**config.mk**
```make
export PLATFORM = sky130hd
export DESIGN_NAME = hv_segment_sweep_active_set
export DESIGN_NICKNAME = d
export VERILOG_FILES = /design/src/rtl/hvss_pkg.sv /design/src/rtl/hv_segment_sweep_active_set.sv /design/src/rtl/hvss_front.sv /design/src/rtl/hvss_back.sv
export SDC_FILE = /design/constraint.sdc
export NUM_CORES = 2
export LEC_CHECK = 0
export ABC_AREA = 1
export BUFFER_PORTS_ARGS = -buffer_cell sky130_fd_sc_hd__buf_2
export CAP_MARGIN = 20
export CORE_UTILIZATION = 40
export CTS_BUF_LIST = sky130_fd_sc_hd__clkbuf_4 sky130_fd_sc_hd__clkbuf_8
export CTS_CLUSTER_DIAMETER = 100
export DETAILED_ROUTE_END_ITERATION = 6
export PLACE_DENSITY = 0.66
export SLEW_MARGIN = 20
export SYNTH_ARGS = -nofsm -noshare
export SYNTH_HDL_FRONTEND = slang
export SYNTH_SLANG_ARGS = --single-unit
```
**constraint.sdc**
```tcl
create_clock -name clk_i -period 5.44 [get_ports clk_i]
set_clock_uncertainty 0.1 [all_clocks]
set_input_delay 0.816 -clock clk_i [delete_from_list [all_inputs] [get_ports clk_i]]
set_output_delay 0.816 -clock clk_i [all_outputs]
set_load 0.01 [all_outputs]
```
**src/rtl/hvss_pkg.sv**
```systemverilog
// Shared types and constants for the segment sweep active set.
package hvss_pkg;

  localparam int unsigned TableDepth = 64;
  localparam int unsigned CoordBits  = 16;
  localparam int unsigned IdBits     = 10;
  localparam int unsigned QueueDepth = 2;

  typedef enum logic [1:0] {
    KIND_INSERT = 2'd0,
    KIND_REMOVE = 2'd1,
    KIND_QUERY  = 2'd2,
    KIND_NONE   = 2'd3
  } kind_e;

  typedef enum logic [2:0] {
    ST_HIT      = 3'd0,
    ST_NOHIT    = 3'd1,
    ST_ACCEPTED = 3'd2,
    ST_FULL     = 3'd3,
    ST_NOTFOUND = 3'd4
  } status_e;

  typedef enum logic [2:0] {
    EX_IDLE,
    EX_PRIME,
    EX_SCAN,
    EX_PLACE,
    EX_EMIT
  } ex_state_e;

endpackage

```
**src/rtl/hv_segment_sweep_active_set.sv**
```systemverilog
// Top level of the sweep line active set for horizontal/vertical crossings.
// Input channel s_axis: one sweep event per request, tuser carries the kind
// (0 insert, 1 remove, 2 query, 3 dropped), tdata the segment, net and y range.
// Output channel m_axis: result requests; tdata holds hit segment and status,
// tlast marks the final result of an event.
// A two-entry command queue sits between intake and the table engine, so
// events are taken while the engine works or a result waits.
// The table is a memory walked one entry per cycle, but a query walk holds
// while a found hit waits behind a stalled output. An insert walks the
// entries above the new y; a remove and a query walk all active entries;
// an empty table or a full-table insert needs no walk. A query emits each
// hit once the next hit is found. The engine takes the next event the
// cycle after it loads its final result, so one event runs at a time.
// Reset empties the table and the queue; table contents need no clearing.
// When m_axis_tready is low, the engine holds at its next result and the
// queue fills, after which s_axis_tready drops.
module hv_segment_sweep_active_set #(
  parameter int unsigned TABLE_DEPTH = hvss_pkg::TableDepth,
  parameter int unsigned COORD_BITS  = hvss_pkg::CoordBits,
  parameter int unsigned ID_BITS     = hvss_pkg::IdBits,
  localparam int unsigned InW  = ((2 * ID_BITS + 2 * COORD_BITS + 7) / 8) * 8,
  localparam int unsigned OutW = ((ID_BITS + 3 + 7) / 8) * 8
) (
  input  logic            clk_i,
  input  logic            rst_ni,
  input  logic            s_axis_tvalid,
  output logic            s_axis_tready,
  input  logic [InW-1:0]  s_axis_tdata,  // segment_id, net_id, y_low, y_high
  input  logic [1:0]      s_axis_tuser,  // kind
  output logic            m_axis_tvalid,
  input  logic            m_axis_tready,
  output logic [OutW-1:0] m_axis_tdata,  // hit_segment, status
  output logic            m_axis_tlast
);
  import hvss_pkg::*;

  kind_e                 cmd_kind;
  logic                  cmd_valid, cmd_ready;
  logic [ID_BITS-1:0]    cmd_seg, cmd_net, res_seg;
  logic [COORD_BITS-1:0] cmd_ylo, cmd_yhi;
  status_e               res_status;

  hvss_front #(.COORD_BITS(COORD_BITS), .ID_BITS(ID_BITS)) u_front (
    .clk_i, .rst_ni,
    .in_valid_i (s_axis_tvalid),
    .in_ready_o (s_axis_tready),
    .in_kind_i  (kind_e'(s_axis_tuser)),
    .in_seg_i   (s_axis_tdata[ID_BITS-1:0]),
    .in_net_i   (s_axis_tdata[2*ID_BITS-1:ID_BITS]),
    .in_ylo_i   (s_axis_tdata[2*ID_BITS+COORD_BITS-1:2*ID_BITS]),
    .in_yhi_i   (s_axis_tdata[2*ID_BITS+2*COORD_BITS-1:2*ID_BITS+COORD_BITS]),
    .cmd_valid_o(cmd_valid), .cmd_ready_i(cmd_ready), .cmd_kind_o(cmd_kind),
    .cmd_seg_o(cmd_seg), .cmd_net_o(cmd_net), .cmd_ylo_o(cmd_ylo), .cmd_yhi_o(cmd_yhi)
  );

  hvss_back #(.TABLE_DEPTH(TABLE_DEPTH), .COORD_BITS(COORD_BITS), .ID_BITS(ID_BITS))
  u_back (
    .clk_i, .rst_ni,
    .cmd_valid_i(cmd_valid), .cmd_ready_o(cmd_ready), .cmd_kind_i(cmd_kind),
    .cmd_seg_i(cmd_seg), .cmd_net_i(cmd_net), .cmd_ylo_i(cmd_ylo), .cmd_yhi_i(cmd_yhi),
    .res_valid_o (m_axis_tvalid),
    .res_ready_i (m_axis_tready),
    .res_seg_o   (res_seg),
    .res_status_o(res_status),
    .res_last_o  (m_axis_tlast)
  );

  assign m_axis_tdata = OutW'({res_status, res_seg});

endmodule

```
**src/rtl/hvss_front.sv**
```systemverilog
// Front end: request intake, kind decode and a small command queue.
module hvss_front #(
  parameter int unsigned COORD_BITS = hvss_pkg::CoordBits,
  parameter int unsigned ID_BITS    = hvss_pkg::IdBits
) (
  input  logic                  clk_i,
  input  logic                  rst_ni,
  input  logic                  in_valid_i,
  output logic                  in_ready_o,
  input  hvss_pkg::kind_e       in_kind_i,
  input  logic [ID_BITS-1:0]    in_seg_i,
  input  logic [ID_BITS-1:0]    in_net_i,
  input  logic [COORD_BITS-1:0] in_ylo_i,
  input  logic [COORD_BITS-1:0] in_yhi_i,
  output logic                  cmd_valid_o,
  input  logic                  cmd_ready_i,
  output hvss_pkg::kind_e       cmd_kind_o,
  output logic [ID_BITS-1:0]    cmd_seg_o,
  output logic [ID_BITS-1:0]    cmd_net_o,
  output logic [COORD_BITS-1:0] cmd_ylo_o,
  output logic [COORD_BITS-1:0] cmd_yhi_o
);
  import hvss_pkg::*;

  localparam int unsigned CmdW = 2 + 2 * ID_BITS + 2 * COORD_BITS;

  logic [CmdW-1:0] mem_q [QueueDepth];
  logic            wp_q, wp_d, rp_q, rp_d;
  logic [1:0]      cnt_q, cnt_d;
  logic            push, pop;

  assign in_ready_o  = (cnt_q != 2'd2);
  // unused kind is dropped here
  assign push        = in_valid_i && in_ready_o && (in_kind_i != KIND_NONE);
  assign cmd_valid_o = (cnt_q != 2'd0);
  assign pop         = cmd_valid_o && cmd_ready_i;

  always_comb begin
    wp_d  = push ? ~wp_q : wp_q;
    rp_d  = pop ? ~rp_q : rp_q;
    cnt_d = cnt_q + {1'b0, push} - {1'b0, pop};
  end

  always_ff @(posedge clk_i or negedge rst_ni) begin
    if (!rst_ni) begin
      wp_q  <= 1'b0;
      rp_q  <= 1'b0;
      cnt_q <= 2'd0;
    end else begin
      wp_q  <= wp_d;
      rp_q  <= rp_d;
      cnt_q <= cnt_d;
    end
  end

  always_ff @(posedge clk_i) begin
    if (push) mem_q[wp_q] <= {in_yhi_i, in_ylo_i, in_net_i, in_seg_i, in_kind_i};
  end

  assign {cmd_yhi_o, cmd_ylo_o, cmd_net_o, cmd_seg_o} = mem_q[rp_q][CmdW-1:2];
  assign cmd_kind_o = kind_e'(mem_q[rp_q][1:0]);

`ifndef SYNTHESIS
  a_no_overflow: assert property (@(posedge clk_i) disable iff (!rst_ni)
    cnt_q == 2'd2 |-> !push) else $error("queue overflow");
  a_no_underflow: assert property (@(posedge clk_i) disable iff (!rst_ni)
    cnt_q == 2'd0 |-> !pop) else $error("queue underflow");
  a_cnt_range: assert property (@(posedge clk_i) disable iff (!rst_ni)
    cnt_q != 2'd3) else $error("queue count out of range");
`endif

endmodule

```
**src/rtl/hvss_back.sv**
```systemverilog
// Back end: ordered active table with insert, remove and range query.
module hvss_back #(
  parameter int unsigned TABLE_DEPTH = hvss_pkg::TableDepth,
  parameter int unsigned COORD_BITS  = hvss_pkg::CoordBits,
  parameter int unsigned ID_BITS     = hvss_pkg::IdBits
) (
  input  logic                  clk_i,
  input  logic                  rst_ni,
  input  logic                  cmd_valid_i,
  output logic                  cmd_ready_o,
  input  hvss_pkg::kind_e       cmd_kind_i,
  input  logic [ID_BITS-1:0]    cmd_seg_i,
  input  logic [ID_BITS-1:0]    cmd_net_i,
  input  logic [COORD_BITS-1:0] cmd_ylo_i,
  input  logic [COORD_BITS-1:0] cmd_yhi_i,
  output logic                  res_valid_o,
  input  logic                  res_ready_i,
  output logic [ID_BITS-1:0]    res_seg_o,
  output hvss_pkg::status_e     res_status_o,
  output logic                  res_last_o
);
  import hvss_pkg::*;

  localparam int unsigned IdxW = $clog2(TABLE_DEPTH);
  localparam int unsigned CntW = $clog2(TABLE_DEPTH + 1);
  localparam int unsigned EntW = COORD_BITS + 2 * ID_BITS;
  localparam logic [CntW-1:0] Full = CntW'(TABLE_DEPTH);

  // entry layout from the low bit up: segment, net, y
  logic [EntW-1:0]       mem_q [TABLE_DEPTH];
  logic [EntW-1:0]       rd_q;
  logic                  rd_en, wr_en;
  logic [IdxW-1:0]       rd_addr, wr_addr;
  logic [EntW-1:0]       wr_data;

  ex_state_e             st_q, st_d;
  logic [CntW-1:0]       cnt_q, cnt_d;
  logic [CntW-1:0]       cur_q, cur_d;
  kind_e                 kind_q;
  logic [ID_BITS-1:0]    seg_q, net_q;
  logic [COORD_BITS-1:0] ylo_q, yhi_q;
  logic                  found_q, found_d;
  status_e               fin_q, fin_d;

  // output register plus one pending hit waiting for its last flag
  logic                  ov_q, ov_d;
  logic [ID_BITS-1:0]    os_q, os_d;
  status_e               ost_q, ost_d;
  logic                  ol_q, ol_d;
  logic                  pv_q, pv_d;
  logic [ID_BITS-1:0]    ps_q, ps_d;

  logic                  take, in_rng, scan_end, out_free, q_hold;
  logic [COORD_BITS-1:0] rd_y;
  logic [ID_BITS-1:0]    rd_seg, rd_net;
  logic [EntW-1:0]       new_ent;
  logic [CntW-1:0]       cur_inc, cur_dec;

  assign {rd_y, rd_net, rd_seg} = rd_q;
  assign new_ent     = {ylo_q, net_q, seg_q};
  assign cur_inc     = cur_q + 1'b1;
  assign cur_dec     = cur_q - 1'b1;
  assign scan_end    = (cur_inc == cnt_q);
  assign out_free    = !ov_q || res_ready_i;
  assign cmd_ready_o = (st_q == EX_IDLE);
  assign take        = cmd_valid_i && cmd_ready_o;
  assign in_rng      = (rd_y >= ylo_q) && (rd_y <= yhi_q) && (rd_net != net_q);
  assign q_hold      = in_rng && pv_q && !out_free;

  assign res_valid_o  = ov_q;
  assign res_seg_o    = os_q;
  assign res_status_o = ost_q;
  assign res_last_o   = ol_q;

  always_comb begin
    st_d    = st_q;
    cnt_d   = cnt_q;
    cur_d   = cur_q;
    found_d = found_q;
    fin_d   = fin_q;
    pv_d    = pv_q;
    ps_d    = ps_q;
    ov_d    = ov_q && !res_ready_i;
    os_d    = os_q;
    ost_d   = ost_q;
    ol_d    = ol_q;
    rd_en   = 1'b0;
    rd_addr = '0;
    wr_en   = 1'b0;
    wr_addr = '0;
    wr_data = new_ent;
    unique case (st_q)
      EX_IDLE: begin
        if (take) st_d = EX_PRIME;
      end
      EX_PRIME: begin
        found_d = 1'b0;
        pv_d    = 1'b0;
        cur_d   = '0;
        unique case (kind_q)
          KIND_INSERT: begin
            if (cnt_q == Full) begin
              fin_d = ST_FULL;
              st_d  = EX_EMIT;
            end else if (cnt_q == '0) begin
              wr_en = 1'b1;
              cnt_d = cnt_q + 1'b1;
              fin_d = ST_ACCEPTED;
              st_d  = EX_EMIT;
            end else begin
              // walk down from the top entry
              cur_d   = cnt_q - 1'b1;
              rd_en   = 1'b1;
              rd_addr = cur_d[IdxW-1:0];
              st_d    = EX_SCAN;
            end
          end
          KIND_REMOVE: begin
            if (cnt_q == '0) begin
              fin_d = ST_NOTFOUND;
              st_d  = EX_EMIT;
            end else begin
              rd_en = 1'b1;
              st_d  = EX_SCAN;
            end
          end
          default: begin
            if (cnt_q == '0) begin
              fin_d = ST_NOHIT;
              st_d  = EX_EMIT;
            end else begin
              rd_en = 1'b1;
              st_d  = EX_SCAN;
            end
          end
        endcase
      end
      EX_SCAN: begin
        unique case (kind_q)
          KIND_INSERT: begin
            // entries above the new y move up one row
            wr_en   = 1'b1;
            wr_addr = cur_inc[IdxW-1:0];
            if (rd_y > ylo_q) begin
              wr_data = rd_q;
              if (cur_q == '0) begin
                st_d = EX_PLACE;
              end else begin
                cur_d   = cur_dec;
                rd_en   = 1'b1;
                rd_addr = cur_dec[IdxW-1:0];
              end
            end else begin
              cnt_d = cnt_q + 1'b1;
              fin_d = ST_ACCEPTED;
              st_d  = EX_EMIT;
            end
          end
          KIND_REMOVE: begin
            // after the first match every entry moves down one row
            if (found_q) begin
              wr_en   = 1'b1;
              wr_addr = cur_dec[IdxW-1:0];
              wr_data = rd_q;
            end else if (rd_seg == seg_q) begin
              found_d = 1'b1;
            end
            if (scan_end) begin
              if (found_d) begin
                cnt_d = cnt_q - 1'b1;
                fin_d = ST_ACCEPTED;
              end else begin
                fin_d = ST_NOTFOUND;
              end
              st_d = EX_EMIT;
            end else begin
              cur_d   = cur_inc;
              rd_en   = 1'b1;
              rd_addr = cur_inc[IdxW-1:0];
            end
          end
          default: begin
            if (!q_hold) begin
              if (in_rng) begin
                if (pv_q) begin
                  ov_d  = 1'b1;
                  os_d  = ps_q;
                  ost_d = ST_HIT;
                  ol_d  = 1'b0;
                end
                pv_d = 1'b1;
                ps_d = rd_seg;
              end
              if (scan_end) begin
                fin_d = pv_d ? ST_HIT : ST_NOHIT;
                st_d  = EX_EMIT;
              end else begin
                cur_d   = cur_inc;
                rd_en   = 1'b1;
                rd_addr = cur_inc[IdxW-1:0];
              end
            end
          end
        endcase
      end
      EX_PLACE: begin
        wr_en = 1'b1;
        cnt_d = cnt_q + 1'b1;
        fin_d = ST_ACCEPTED;
        st_d  = EX_EMIT;
      end
      EX_EMIT: begin
        if (out_free) begin
          ov_d  = 1'b1;
          os_d  = (fin_q == ST_HIT) ? ps_q : '0;
          ost_d = fin_q;
          ol_d  = 1'b1;
          st_d  = EX_IDLE;
        end
      end
      default: st_d = EX_IDLE;
    endcase
  end

  always_ff @(posedge clk_i or negedge rst_ni) begin
    if (!rst_ni) begin
      st_q  <= EX_IDLE;
      cnt_q <= '0;
      ov_q  <= 1'b0;
      pv_q  <= 1'b0;
    end else begin
      st_q  <= st_d;
      cnt_q <= cnt_d;
      ov_q  <= ov_d;
      pv_q  <= pv_d;
    end
  end

  always_ff @(posedge clk_i) begin
    cur_q   <= cur_d;
    found_q <= found_d;
    fin_q   <= fin_d;
    os_q    <= os_d;
    ost_q   <= ost_d;
    ol_q    <= ol_d;
    ps_q    <= ps_d;
    if (take) begin
      kind_q <= cmd_kind_i;
      seg_q  <= cmd_seg_i;
      net_q  <= cmd_net_i;
      ylo_q  <= cmd_ylo_i;
      yhi_q  <= cmd_yhi_i;
    end
  end

  always_ff @(posedge clk_i) begin
    if (wr_en) mem_q[wr_addr] <= wr_data;
    if (rd_en) rd_q <= mem_q[rd_addr];
  end

`ifndef SYNTHESIS
  a_cnt_bound: assert property (@(posedge clk_i) disable iff (!rst_ni)
    cnt_q <= Full) else $error("active count past depth");
  a_cur_bound: assert property (@(posedge clk_i) disable iff (!rst_ni)
    st_q == EX_SCAN |-> cur_q < cnt_q) else $error("scan past table end");
  a_out_hold: assert property (@(posedge clk_i) disable iff (!rst_ni)
    ov_q && !res_ready_i |=> ov_q && $stable(os_q) && $stable(ost_q) && $stable(ol_q))
    else $error("result dropped while stalled");
  a_cnt_step: assert property (@(posedge clk_i) disable iff (!rst_ni)
    st_q == EX_IDLE |=> $stable(cnt_q)) else $error("count moved while idle");
`endif

endmodule

```
==> run_results.csv <==
group,metric,value,unit
synth,synth_area_leaders,"edfxtp_1 (67%), nand3_1 (11%), nand2_1 (6.1%), inv_1 (5.2%), nand3b_1 (4.8%)",
sta,tightest_slew,1.26,ns
worst_setup_path,critPathArrivalTime,5.81,ns
global_route,grtUsageTotal,22.4,%
synth,synthArstFlopShare,0.627,%
sta,period_share,93.7,%
sta,max_freq,0.196,GHz
route,ant_nets,0,
worst_setup_path,start_kind,"flip-flop",
pwr,p_int,0.0407,W
pwr,p_clk_share,24.0,%
pwr,powerDensity,524,nW/um^2
clocking,cts.sinks,2553,
global_route,grt_max_degree,191,
pwr,p_sw,0.0262,W
sta,rsz0062_at_grt,"no",
global_route,grt-ovfl-total,0,
pwr,leakagePower,49.2,nW
clocking,clkTransAtPathRegs,0.07,ns
worst_setup_path,r2r_start,"u_back.rd_q[26]",
clocking,h-tree-depth,5,
worst_setup_path,reg2reg_to,"u_back.rd_q[11]",
place,port_buffers,73,
floorplanning,die_width,534,microns
worst_setup_path,crit_path_end_kind,"flip-flop",
worst_setup_path,path_max_fanout,130,
worst_setup_path,cp.required,6.15,ns
synth,synthFlopType,"edfxtp_1",
hold_path,hold_path_class,"primary input to asynchronous set/reset pin",
synth,syn-instance-count,10298,
layout,final_cell_area,128000,sq um
floorplanning,rows,194,
layout,final_layout_size_suffix_gt1_share,10.2,%
worst_setup_path,worstSetupPathType,"flip-flop to flip-flop",
synth,synth_area,113000,sq um
run,max_cap_viol_count,0,
floorplanning,core,280000,sq um
route,wl,327,mm
route,routedWlPerCell,22.6,microns
sta,setup_viol_count_final,0,
pwr,power_frac_seq,40.3,%
synth,synth_seq_cells,2553,
route,dr.pass1.iters,6,
place,dp_hpwl,177,mm
synth,synth.largest_area_cell,"edfxtp_1",
status,status,"finished, final reports clean",
layout,nets,10576,
synth,yosys_warnings,0,
pwr,ir_drop,0.457,mV
global_route,grt_first_pass_wirelength,480,mm
sta,slew_headroom,16.3,%
sta,hold_violations,0,
clocking,cts_buffer_depth,4,
floorplanning,start_util,40.3,%
floorplanning,die_area,285000,sq um
clocking,clk_latency,1.13,ns
clocking,cts-root-buf,"clkbuf_8",
layout,area_growth,13.0,%
pwr,swShare,39.1,%
floorplanning,ios,81,
route,drt_iter0_drc,10142,
sta,period_needed,5.10,ns
global_route,antenna_found_initial,18,
synth,synth_top_area_share,67.4,%
clocking,cts_buffers,418,
place,gp_congestion,0.887,
worst_setup_path,ff2ff_path_depth,18,
pwr,combPwrFrac,35.6,%
worst_setup_path,rrSetupSlack,0.34,ns
sta,final.setup.tns,0,ns
sta,drv_slew,0,
synth,synth.avg_cell_area,11.0,sq um
global_route,grt_pass1_vias,76414,
layout,final_core_util,45.6,%
route,via_per_inst,5.44,
synth,ys_seq_area_share,67.8,%
floorplanning,die_y,534,microns
clocking,cts_tree,"done",
synth,synth_edf_count,2537,
route,vias,78906,
synth,synthDistinctLibCells,48,
place,dpl_cell_area,119000,sq um
route,drc,0,
-- per-stage QoR --
stage	worst slack (ns)	hold slack (ns)	total power, W	instances
2_1_floorplan	0.621	0.378	0.0407	10300
3_3_place_gp	0.347	0.396	0.0499	13713
3_5_place_dp	0.260	0.401	0.0506	13719
4_1_cts	0.271	0.0172	0.0665	14496
5_1_grt	0.161	0.0802	0.0694	14506
6_report	0.341	0.119	0.0669	14509
-- worst max path at each step --
stage	startpoint	endpoint	slack (ns)
final	u_back.rd_q[26]	u_back.rd_q[11]	0.34
after global placement	u_back.rd_q[28]	u_back.rd_q[1]	0.35
after global routing	u_back.rd_q[27]	u_back.rd_q[21]	0.16
after floorplan	u_back.cur_q[0]	u_back.rd_q[0]	0.62
after detailed placement	u_back.rd_q[28]	u_back.rd_q[1]	0.26
after CTS	u_back.rd_q[28]	u_back.rd_q[10]	0.27
-- synthesized netlist by cell type, types with 6 or more instances --
library cell and number:
edfxtp_1 2537, nand3_1 2403, nand2_1 1833, inv_1 1568
nand3b_1 721, buf_2 385, clkbuf_1 214, nor2_1 159
o21ai_0 144, a21oi_1 99, ha_1 39, buf_1 33
xor2_1 25, dfrtp_1 16, a31oi_1 15, buf_4 14
nor3_1 11, nand4_1 10, or2_2 8, inv_2 7
xnor2_1 7, o211ai_1 6
-- state kept, by name (all words and copies together) (netlist names), 2 cells and up --
| name | flops |
|---|---|
| u_back.rd_q | 36 |
| u_back.kind_q | 2 |
| u_back.ylo_q | 16 |
| u_back.mem_q | 2304 |
| u_back.ps_q | 10 |
| u_front.cnt_q | 2 |
| u_back.net_q | 10 |
| u_back.fin_q | 3 |
| u_back.cur_q | 7 |
| u_back.res_seg_o | 10 |
| u_back.st_q | 3 |
| u_back.cnt_q | 7 |
| u_back.yhi_q | 16 |
| u_front.mem_q | 108 |
| u_back.res_status_o | 3 |
| u_back.seg_q | 10 |
-- per-layer routing --
| metal | vias to the layer above | GRT usage (%) | part of all wire (%) |
|---|---|---|---|
| met5 | - | 0 | 0.074 |
| met4 | 6 | 13.6 | 6.2 |
| met3 | 842 | 3.96 | 9.8 |
| met2 | 4170 | 35.7 | 46 |
| met1 | 38372 | 28.6 | 38 |
| li1 | 35516 | - | - |
-- area by class of cell --
cell class	count	area [sq um]
diodes	8	20.0
fillers	25041	152000
inverters	1579	5960
well taps	3724	4660
repair buffers	404	4130
multi-input cells	5519	28600
clock buffers	554	6830
clock inverters	168	975
flip-flops and latches	2553	76600
-- cell families after synthesis --
logic type,Yosys count,share of synthesized area [%]
other,1,0.00332
and+or+nand+nor,5158,22.3
AOI/OAI and AO/OA,286,1.36
adders and majority gates,39,0.432
buffers and inverters,2228,7.89
DFF,2553,67.8
xor gates and xnor gates,33,0.268
-- worst max-delay path, stage by stage, from the launching register on --
cell      delay [ns]
edfxtp_1        0.47
ha_1            0.33
nand4_1         0.11
nor3_1          0.33
nand2_1         0.25
nand3_1         0.25
nand4_1         0.18
inv_1           0.17
nand2_1         0.27
a21oi_4         0.23
buf_12          0.15
inv_16          0.14
buf_4           0.41
nand3_1         0.09
nand3_1         0.09
nand3_1         0.13
nand3_1         0.31
nand3_1         0.47
nand2_1         0.10
-- cell usage in the layout, fill, tap and decap left out, types with 23 or more instances in the layout --
cell,count
edfxtp_1,2537
nand3_1,2402
nand2_1,1831
inv_1,1568
nand3b_1,721
clkbuf_8,427
buf_4,189
clkbuf_4,127
o21ai_0,121
clkinv_1,118
a21oi_1,96
nor2_1,92
buf_12,80
buf_2,73
nor2_4,67
dlygate4sd3_1,55
ha_1,39
clkinv_2,34
xor2_1,25
o21ai_4,23
-- power groups by stage --
stage	Sequential (W)	Combinational, W	Clock [W]
floorplan	0.0276	0.0131	0
global placement	0.0274	0.0225	0
detailed placement	0.0274	0.0232	0
CTS	0.0270	0.0233	0.0162
global route	0.0270	0.0253	0.0170
finish	0.0270	0.0238	0.0161
-- what timing repair did --
action / 4_1_cts / 5_1_grt
buffers inserted: 0 / 2
endpoints found under the setup margin: 0 / 10
hold buffers: 55 / 0
gates resized for setup: 0 / 1
endpoints found under the hold margin: 124 / 0
(Power assumes the default switching activity.)
